--- src/qcs_pkg.sv ---
`timescale 1ns / 1ps
// ----------------------------------------------------------------------------
// qcs_pkg
// types and fixed constants for the quadrature counter with speed estimate
// ----------------------------------------------------------------------------
package qcs_pkg;

    // operation codes of an input item
    localparam logic [1:0] OP_SAMPLE = 2'd0;
    localparam logic [1:0] OP_TICK   = 2'd1;
    localparam logic [1:0] OP_LOAD   = 2'd2;

    // configuration register indexes
    localparam logic [1:0] REG_COUNT_LIMIT = 2'd0;
    localparam logic [1:0] REG_SPEED_LIMIT = 2'd1;
    localparam logic [1:0] REG_SPEED_SCALE = 2'd2;

    // register reset values
    localparam logic [14:0] COUNT_LIMIT_RST = 15'd32000;
    localparam logic [14:0] SPEED_LIMIT_RST = 15'd32000;
    localparam logic [15:0] SPEED_SCALE_RST = 16'd1000;

    // quadrature step, indexed by {previous b, previous a, new b, new a}
    localparam logic signed [1:0] STEP_TABLE [16] = '{
         2'sd0, -2'sd1,  2'sd1,  2'sd0,
         2'sd1,  2'sd0,  2'sd0, -2'sd1,
        -2'sd1,  2'sd0,  2'sd0,  2'sd1,
         2'sd0,  2'sd1, -2'sd1,  2'sd0
    };

    typedef struct packed {
        logic [1:0]         operation;
        logic [2:0]         channel;
        logic               pin_a;
        logic               pin_b;
        logic [15:0]        elapsed_ms;
        logic signed [15:0] load_value;
    } t_item;

    typedef struct packed {
        logic [2:0]         channel_out;
        logic signed [15:0] count_out;
        logic [14:0]        speed_out;
    } t_result;

    // one channel's state as held in the channel memory
    typedef struct packed {
        logic [1:0]         phase;
        logic signed [15:0] count;
        logic signed [15:0] latched;
        logic [14:0]        speed;
    } t_entry;

endpackage

--- src/quadrature_counter_speed.sv ---
`timescale 1ns / 1ps
// ----------------------------------------------------------------------------
// quadrature_counter_speed
// multi-channel quadrature decoder with saturating position count and a
// speed estimate from a serial divider, channel state in one memory
// ----------------------------------------------------------------------------
//
//   channel   direction  handshake                         payload
//   --------  ---------  --------------------------------  --------------
//   item      in         start & !busy                     i_item
//   result    out        o_done, one cycle, cannot stall   o_result
//   config    in         psel & penable & pwrite (APB)     paddr / pwdata
//
// steps: sample, load, unused and out-of-range items go from one transfer
//   to the next via the memory read at the transfer, a busy state to modify
//   and write back, then the result cycle
// a speed tick goes through a busy state for the multiply, the state of the
//   one-bit restoring divider, a state for clamp and write back, then
//   the result cycle
// reset: synchronous active-low i_rst_n; per-entry valid bits make every
//   channel read as zero right after reset, no clearing pass needed
// busy drops at the edge that raises the result strobe, so the strobe cycle
//   is the first idle cycle and the next item can transfer at its end
//
module quadrature_counter_speed
    import qcs_pkg::*;
#(
    parameter int NUM_CHANNELS = 8
) (
    input  logic        i_clk,
    input  logic        i_rst_n,

    // item port
    input  logic        start,
    output logic        busy,
    input  t_item       i_item,

    // result port
    output logic        o_done,
    output t_result     o_result,

    // configuration port
    input  logic        psel,
    input  logic        penable,
    input  logic        pwrite,
    input  logic [3:0]  paddr,
    input  logic [31:0] pwdata,
    output logic [31:0] prdata,
    output logic        pready
);

    // memory address width, at least one bit
    localparam int AW = (NUM_CHANNELS > 1) ? $clog2(NUM_CHANNELS) : 1;
    localparam int XW = AW + 3;

    // sequencer states
    localparam logic [1:0] S_IDLE = 2'd0;
    localparam logic [1:0] S_EXEC = 2'd1;
    localparam logic [1:0] S_DIV  = 2'd2;
    localparam logic [1:0] S_FIN  = 2'd3;

    // configuration registers
    logic [14:0] r_count_limit;
    logic [14:0] r_speed_limit;
    logic [15:0] r_speed_scale;

    // channel memory and its valid bits
    t_entry                  r_mem [NUM_CHANNELS];
    logic [NUM_CHANNELS-1:0] r_vld;
    t_entry                  r_rd_data;
    logic                    r_rd_vld;

    // item in flight
    logic [1:0]    r_state;
    t_item         r_item;
    logic          r_in_range;
    logic [AW-1:0] r_addr;

    // divider
    logic [31:0] r_quo;
    logic [15:0] r_rem;
    logic [15:0] r_den;
    logic [4:0]  r_cnt;

    // result
    logic    r_done;
    t_result r_result;

    // combinational
    logic          accept;
    logic [XW-1:0] addr_ext;
    logic [AW-1:0] addr_in;
    logic          in_range;
    t_entry        cur;
    logic          n_mem_we;
    t_entry        n_entry;
    logic          n_done;
    t_result       n_result;
    logic [31:0]   n_product;
    logic [16:0]   trial;
    logic          trial_ge;

    // sample path
    logic [1:0]         levels;
    logic signed [1:0]  dir;
    logic signed [16:0] cnt17;
    logic signed [16:0] lim17;

    // tick path
    logic signed [16:0] diff17;
    logic [16:0]        mag17;
    logic [14:0]        speed_new;

    assign accept   = start && !busy;
    assign busy     = (r_state != S_IDLE);
    assign addr_ext = XW'(i_item.channel);
    assign addr_in  = addr_ext[AW-1:0];
    assign in_range = (int'(i_item.channel) < NUM_CHANNELS);

    // an entry not written since reset reads as zero
    assign cur = r_rd_vld ? r_rd_data : '0;

    // ------------------------------------------------------------------
    // configuration port
    // ------------------------------------------------------------------
    assign pready = 1'b1;

    always_ff @(posedge i_clk) begin
        if (!i_rst_n) begin
            r_count_limit <= COUNT_LIMIT_RST;
            r_speed_limit <= SPEED_LIMIT_RST;
            r_speed_scale <= SPEED_SCALE_RST;
        end else if (psel && penable && pwrite && pready) begin
            unique case (paddr[3:2])
                REG_COUNT_LIMIT: r_count_limit <= pwdata[14:0];
                REG_SPEED_LIMIT: r_speed_limit <= pwdata[14:0];
                REG_SPEED_SCALE: r_speed_scale <= pwdata[15:0];
                default: ;
            endcase
        end
    end

    always_comb begin
        unique case (paddr[3:2])
            REG_COUNT_LIMIT: prdata = {17'd0, r_count_limit};
            REG_SPEED_LIMIT: prdata = {17'd0, r_speed_limit};
            REG_SPEED_SCALE: prdata = {16'd0, r_speed_scale};
            default:         prdata = 32'd0;
        endcase
    end

    // ------------------------------------------------------------------
    // modify logic
    // ------------------------------------------------------------------

    // quadrature step against the saturation window
    assign levels = {r_item.pin_b, r_item.pin_a};
    assign dir    = STEP_TABLE[{cur.phase, levels}];
    assign cnt17  = 17'(cur.count);
    assign lim17  = signed'({2'b00, r_count_limit});

    // position change since the last tick, as a magnitude
    assign diff17 = 17'(cur.count) - 17'(cur.latched);
    assign mag17  = diff17[16] ? 17'(-diff17) : 17'(diff17);

    // product of the magnitude (at most 65535) and the scale
    assign n_product = mag17[15:0] * r_speed_scale;

    // one restoring division step, quotient bits shift in at the bottom
    assign trial    = {r_rem, r_quo[31]};
    assign trial_ge = (trial >= {1'b0, r_den});

    // clamp to the speed limit, a zero result lets the stored speed decay
    always_comb begin
        if (r_quo > {17'd0, r_speed_limit}) begin
            speed_new = r_speed_limit;
        end else begin
            speed_new = r_quo[14:0];
        end
        if (speed_new == 15'd0) begin
            speed_new = (cur.speed != 15'd0) ? cur.speed - 15'd1 : 15'd0;
        end
    end

    always_comb begin
        n_mem_we = 1'b0;
        n_entry  = cur;
        n_done   = 1'b0;

        if (r_state == S_EXEC) begin
            if (!r_in_range) begin
                n_done = 1'b1;
            end else begin
                unique case (r_item.operation)
                    OP_SAMPLE: begin
                        n_mem_we      = 1'b1;
                        n_done        = 1'b1;
                        n_entry.phase = levels;
                        if (dir < 0 && cnt17 > -lim17) begin
                            n_entry.count = cur.count - 16'sd1;
                        end else if (dir > 0 && cnt17 < lim17) begin
                            n_entry.count = cur.count + 16'sd1;
                        end
                    end
                    OP_LOAD: begin
                        n_mem_we        = 1'b1;
                        n_done          = 1'b1;
                        n_entry.count   = r_item.load_value;
                        n_entry.latched = r_item.load_value;
                    end
                    OP_TICK: ;
                    default: n_done = 1'b1;
                endcase
            end
        end else if (r_state == S_FIN) begin
            n_mem_we        = 1'b1;
            n_done          = 1'b1;
            n_entry.speed   = speed_new;
            n_entry.latched = cur.count;
        end

        n_result.channel_out = r_item.channel;
        n_result.count_out   = r_in_range ? n_entry.count : 16'sd0;
        n_result.speed_out   = r_in_range ? n_entry.speed : 15'd0;
    end

    // ------------------------------------------------------------------
    // channel memory, read at the item transfer, written at the end
    // ------------------------------------------------------------------
    always_ff @(posedge i_clk) begin
        if (accept) begin
            r_rd_data <= r_mem[addr_in];
        end
        if (n_mem_we) begin
            r_mem[r_addr] <= n_entry;
        end
    end

    always_ff @(posedge i_clk) begin
        if (!i_rst_n) begin
            r_vld    <= '0;
            r_rd_vld <= 1'b0;
        end else begin
            if (accept) begin
                r_rd_vld <= in_range ? r_vld[addr_in] : 1'b0;
            end
            if (n_mem_we) begin
                r_vld[r_addr] <= 1'b1;
            end
        end
    end

    // ------------------------------------------------------------------
    // sequencer
    // ------------------------------------------------------------------
    always_ff @(posedge i_clk) begin
        if (!i_rst_n) begin
            r_state <= S_IDLE;
            r_done  <= 1'b0;
            r_cnt   <= '0;
        end else begin
            r_done <= n_done;
            unique case (r_state)
                S_IDLE: begin
                    if (accept) begin
                        r_state <= S_EXEC;
                    end
                end
                S_EXEC: begin
                    // only an in-range tick needs the divider
                    if (r_in_range && r_item.operation == OP_TICK) begin
                        r_state <= S_DIV;
                        r_cnt   <= '0;
                    end else begin
                        r_state <= S_IDLE;
                    end
                end
                S_DIV: begin
                    r_cnt <= r_cnt + 5'd1;
                    if (r_cnt == 5'd31) begin
                        r_state <= S_FIN;
                    end
                end
                S_FIN: r_state <= S_IDLE;
                default: r_state <= S_IDLE;
            endcase
        end
    end

    // item, divider and result payload
    always_ff @(posedge i_clk) begin
        if (accept) begin
            r_item     <= i_item;
            r_in_range <= in_range;
            r_addr     <= addr_in;
        end
        if (r_state == S_EXEC) begin
            r_quo <= n_product;
            r_rem <= '0;
            // zero elapsed time counts as one millisecond
            r_den <= (r_item.elapsed_ms == 16'd0) ? 16'd1 : r_item.elapsed_ms;
        end else if (r_state == S_DIV) begin
            r_quo <= {r_quo[30:0], trial_ge};
            r_rem <= trial_ge ? 16'(trial - {1'b0, r_den}) : trial[15:0];
        end
        if (n_done) begin
            r_result <= n_result;
        end
    end

    assign o_done   = r_done;
    assign o_result = r_result;

endmodule
--- config.mk ---
export PLATFORM = sky130hd
export DESIGN_NAME = quadrature_counter_speed
export DESIGN_NICKNAME = d
export VERILOG_FILES = /design/src/qcs_pkg.sv /design/src/quadrature_counter_speed.sv
export SDC_FILE = /design/constraint.sdc
export NUM_CORES = 2
export LEC_CHECK = 0
export ABC_CLOCK_PERIOD_IN_PS = 10400
export BUFFER_PORTS_ARGS = -buffer_cell sky130_fd_sc_hd__buf_2
export CAP_MARGIN = 20
export CORE_UTILIZATION = 45
export DETAILED_ROUTE_END_ITERATION = 10
export HOLD_SLACK_MARGIN = 0.03
export PLACE_DENSITY = 0.6
export SYNTH_ARGS = -nofsm -noshare
export SYNTH_HDL_FRONTEND = slang
export SYNTH_SLANG_ARGS = --single-unit
--- constraint.sdc ---
create_clock -name i_clk -period 10.4 [get_ports i_clk]
set_input_delay 1.04 -clock i_clk [delete_from_list [all_inputs] [get_ports i_clk]]
set_output_delay 1.04 -clock i_clk [all_outputs]
set_load 0.005 [all_outputs]
After elaboration in Yosys (flattened, before gate mapping). Memory sizes are Yosys's and may differ from the RTL's. A register that Yosys moved wholly into a read port is not among the register bits. Index checks and enable logic that the tools add are counted. Widths: inputs -> output; s select.

Bits in registers: 200. Bits in latches: 0. Memory bits (writable): 392. ROM bits: 32. Input bits: 81. Logic and storage cells: 112. Memories: 2.

Add/sub/neg operators: 8. $mul: 1. Div/mod/pow operators: 0. Order comparisons: 10. Eq/ne operators: 11. Shift-type cells: 0. Muxes and demuxes: 37. Bitwise logic cells: 2. Reduce and logical (&&, ||, !) cells: 21.

Memory list: r_mem (depth 8, width 49, rd ports 1, clocked after memory_dff 1, write ports 1, RTL line quadrature_counter_speed.sv:68) `t_entry r_mem [NUM_CHANNELS];`; (name not given) (depth 16, width 2, rd ports 1, clocked after memory_dff 0, write ports 0, RTL line quadrature_counter_speed.sv:158) `assign dir = STEP_TABLE[{cur.phase, levels}];`.

Operators by type and width (number): $mux 16 (6); $mux 32 (2); $mux 15 (4); $mux 49 (1); $pmux 16 s3 (1); $gt 32x15->1 (1); $mul 16x16->32 (1); $pmux 16 s2 (1); $mux 31 (1); $mux 18 (1); $ge 17x16->1 (1); $gt 16x17->1 (1); $neg 15->17 (1); $sub 16x16->17 (1); $add 16x2->16 const B (1); $logic_not 16->1 (1); $lt 16x16->1 (1); $neg 16->16 (1); $sub 16x16->16 (1); $sub 16x2->16 const B (1); $logic_not 15->1 (1); $reduce_bool 15->1 (1); $sub 15x1->15 const B (1); $mux 2 (6); other kinds (24) (52).

Depth between registers and ports, before layout.
Word-level depth: 11. Mapped depth: 44.

Least setup slack after synthesis. Ideal clock, no wire load.

Path type: register -> register. Start: register r_rd_vld. End: register r_quo[31] (data pin). Arrival: 9.802 ns. Required time: 10.129 ns. Path slack: 0.327 ns. Cell stages (with the launch flop): 39. Path buffers: 7. Path through: dfxtp_1 > buf_2 > clkbuf_1 > clkbuf_1 > clkbuf_1 > clkbuf_1 > clkbuf_1 > nand2_1 > ha_1 > o21ai_1 > a21oi_1 > o2111ai_1 > and3_1 > or4_1 > or2_0 > o31ai_1 > xor2_1 > buf_2 > [... 3 more ...] > fa_1 > inv_1 > fa_1 > fa_1 > inv_1 > fa_1 > inv_1 > ha_1 > a21oi_1 > nor2b_1 > o21ai_0 > a31oi_1 > o41ai_1 > o31ai_1 > o41a_1 > a21oi_1 > xnor2_1 > a21oi_1.

Cells in the longest elaborated chain, start to end: 6.

RTL lines: start: declaration (RTL line quadrature_counter_speed.sv:71) `logic r_rd_vld;`; start signal: assignment (RTL line quadrature_counter_speed.sv:245) `r_rd_vld <= in_range ? r_vld[addr_in] : 1'b0;`; $mux 49 (*) (RTL line quadrature_counter_speed.sv:121) `assign cur = r_rd_vld ? r_rd_data : '0;`; $sub 16x16->17 (*) (RTL line quadrature_counter_speed.sv:163) `assign diff17 = 17'(cur.count) - 17'(cur.latched);`; $neg 16->16 (RTL line quadrature_counter_speed.sv:164) `assign mag17 = diff17[16] ? 17'(-diff17) : 17'(diff17);`; $mux 16 (*) (RTL line quadrature_counter_speed.sv:164); $mul 16x16->32 (*) (RTL line quadrature_counter_speed.sv:167) `assign n_product = mag17[15:0] * r_speed_scale;`; $mux 32 (*) (RTL line quadrature_counter_speed.sv:297) `if (r_state == S_EXEC) begin`; end signal: assignment (RTL line quadrature_counter_speed.sv:298) `r_quo <= n_product;`; end signal: assignment (RTL line quadrature_counter_speed.sv:303) `r_quo <= {r_quo[30:0], trial_ge};`; end: declaration (RTL line quadrature_counter_speed.sv:80) `logic [31:0] r_quo;`.

Every way passes the cells marked *; elsewhere a longest branch is shown, timed or not. A chain may end at the register's enable or synchronous reset.

Final worst setup path.
Start: register, netlist name r_rd_data[31]. End: register r_quo[29] (data pin).

Cells in the longest elaborated chain, start to end: 6.

RTL lines (RTL line): $mux 49 (*) (quadrature_counter_speed.sv:121); $sub 16x16->17 (*) (quadrature_counter_speed.sv:163); $neg 16->16 (quadrature_counter_speed.sv:164); $mux 16 (*) (quadrature_counter_speed.sv:164); $mul 16x16->32 (*) (quadrature_counter_speed.sv:167); $mux 32 (*) (quadrature_counter_speed.sv:297).

Marked as above.

==> out/qor.csv <==
metric;value;unit
rsz0062_at_grt;false;
first_pass_iters;7;
viasPerCell;5.72;
rows;105;
met2_usage;36.8;%
synth-adder-area-share;16.8;%
cp.required;10760;ps
dpl.hpwl;66500;µm
start_util;45.7;%
cts_tree;yes;
syn_inst;3094;
io_buffers;114;
core_area;82600;µm²
fin_crit;9850;ps
cts.sinks;641;
yosysTopAreaCell;edfxtp_1;
fp.dieH;292;µm
ys_seq_area_share;48.8;%
outcome;completed;
cts_buffers;67;
area.sequential;18500;µm²
synth-edff-count;562;
synth-xor-area-share;1.84;%
crit_end;r_quo[29]$_DFFE_PP_;
grt_antenna_before_repair;13;
drv_slew;0;
yosysWarnings;0;
cp_slowest_cell;fa_1;
worst_ep_arrival_time;10220;ps
synth.mux.area_fraction;9.54;%
slew_headroom;23.2;%
synth_area;37800;µm²
skew;53.5;ps
cts-htree-levels;3;
multiInputGateArea;17700;µm²
ioPinCount;150;
cp-start-kind;flop;
drv_cap;0;
drt_wl_total;94700;µm
finalSetupViolCount;0;
path_common_cell;fa_1;
gp_congestion;0.954;
stdcell_count;4320;
ys_async_sr_fraction;0;%
yosys.area_share.simple;10.7;%
crit_path_max_fanout;16;
grt_max_degree;70;
cts_root_buf;clkbuf_16;
yosysMostFrequentCell;edfxtp_1;
r2r_end;r_quo[29]$_DFFE_PP_;
die_area;85200;µm²
fp.dieW;292;µm
cp_slowest_stage_delay;580;ps
dp.cells;4192;
drc;0;
cts_buffer_depth;3;
grt.overflow.total;0;
final.setup.tns;0;ps
clkLatencyLatePin;630;ps
ant_nets;0;
end_kind;flop;
path_clk_slew;60;ps
synth_cell_types;79;
min_path_type;flop to flop;
synth_common_cells;edfxtp_1, nand2_1, inv_1;
drive_gt1_share;15.0;%
finalNetCount;3664;
reg2reg_depth;36;
grt_pass1_wl;146000;µm
crit_type;flop to flop;
ys_ff_latch;641;
worstSetupStartpoint;r_rd_data[31]$_DFFE_PP_;
post_drt_wl_per_cell;21.9;µm
gr-usage-all-layers;22.3;%
synth_compound_area_share;7.38;%
grt_busiest_layer;met2;
netlist.area_leader.share;44.7;%
finalCritPeriodShare;94.7;%
grtUsageMet3;3.11;%
final_core_utilization;50.6;%
vias;24731;
cts.hold.buffers_added;0;
synth-main-ff-cell;edfxtp_1;
use_met1;30.8;%
worst-slew-pin-transition;1140;ps
drt_iter0_markers;1884;
synth_area_leaders;edfxtp_1, fa_1, ha_1, mux4_2, dfxtp_1;
area_growth_syn_to_layout;10.7;%
n_fill_cell;7179;
synth_top_family_by_area;adder cells;
rrSetupSlack;550;ps
hold_start;r_item[18]$_DFFE_PP_;
fmax;0.101;GHz
synth_area_per_cell;12.2;µm²
hold_violations;0;
crit-reg2reg-launch;r_rd_data[31]$_DFFE_PP_;
grt_pass1_vias;25191;
## sequential cells by signal, summed over array words and instances, names as in the netlist, 2 cells and up, named ones only
register       flops
r_quo             32
r_cnt              5
levels             2
r_count_limit     15
r_speed_limit     15
r_rem             16
r_item            34
r_speed_scale     16
o_result          34
r_rd_data         49
r_addr             3
r_vld              8
r_den             16
r_mem            392
## critical path: cells and delay by family, from the launching register on
kind	cells	cell delay (ps)
compound gates	9	2040
xor+xnor	3	420
fa+ha+maj	9	4160
buf+inv	6	670
flops	1	430
mux	1	270
simple gates	8	1610
## area by class of cell
cell class | instances | area share [%]
multi-input combinational | 1999 | 42.3
tap | 1070 | 3.20
clock inverter | 35 | 0.798
timing repair buffer | 184 | 2.71
antenna | 9 | 0.0538
inverter | 302 | 2.71
clock buffer | 80 | 4.12
sequential | 641 | 44.1
## metrics by stage
step | area, µm² | hold slack, ps | setup WS (ps)
after floorplan | 37900 | 435 | 327
after global placement | 39700 | 435 | 448
final | 41800 | 451 | 547
after global routing | 41800 | 455 | 18.3
after CTS | 41700 | 452 | 291
after detailed placement | 39700 | 437 | 299
## logic make-up after synthesis
family,count (synthesis)
AOI/OAI and AO/OA,438
xor gates and xnor gates,78
adders and majority gates,389
buffers and inverters,469
DFF,641
muxes,226
other,2
and+or+nand+nor,851
## how the worst min path moves through the flow
stage                                        end  slack, ps  cells past startpoint
final                     r_den[2]$_SDFFCE_PN0P_        450                      0
after global routing      r_den[2]$_SDFFCE_PN0P_        460                      0
after CTS                 r_den[2]$_SDFFCE_PN0P_        450                      0
after detailed placement  r_den[2]$_SDFFCE_PN0P_        440                      0
after global placement    r_den[1]$_SDFFCE_PN0P_        440                      0
after floorplan            r_vld[4]$_SDFFE_PN0N_        430                      2
## per-layer routing
layer  wire length, µm  part of all wire, %  vias to the layer above
met5                22                0.023                        -
met4              2470                  2.6                        4
met3              5150                  5.4                      158
met2             45400                   48                      774
met1             41600                   44                    12619
li1                  -                    -                    11176
## repair_timing
item	in CTS	in global routing
setup buffers	0	1
gates resized for setup	0	6
endpoints found under the setup margin	0	6
## cells in the final DEF (no fill, tap or decap), types with 78 or more instances in the layout
cell type,Yosys,routed
dfxtp_1,79,78
a21oi_1,136,134
fa_1,196,196
and2_1,135,134
mux4_2,100,100
o21ai_0,93,93
edfxtp_1,562,562
ha_1,192,191
nand2_1,356,356
nor2_1,136,128
buf_2,6,112
inv_1,298,298
Power is left out: the tool's default activity adds up to more than one toggle a clock period on the data nets, which glitch-free logic cannot reach.
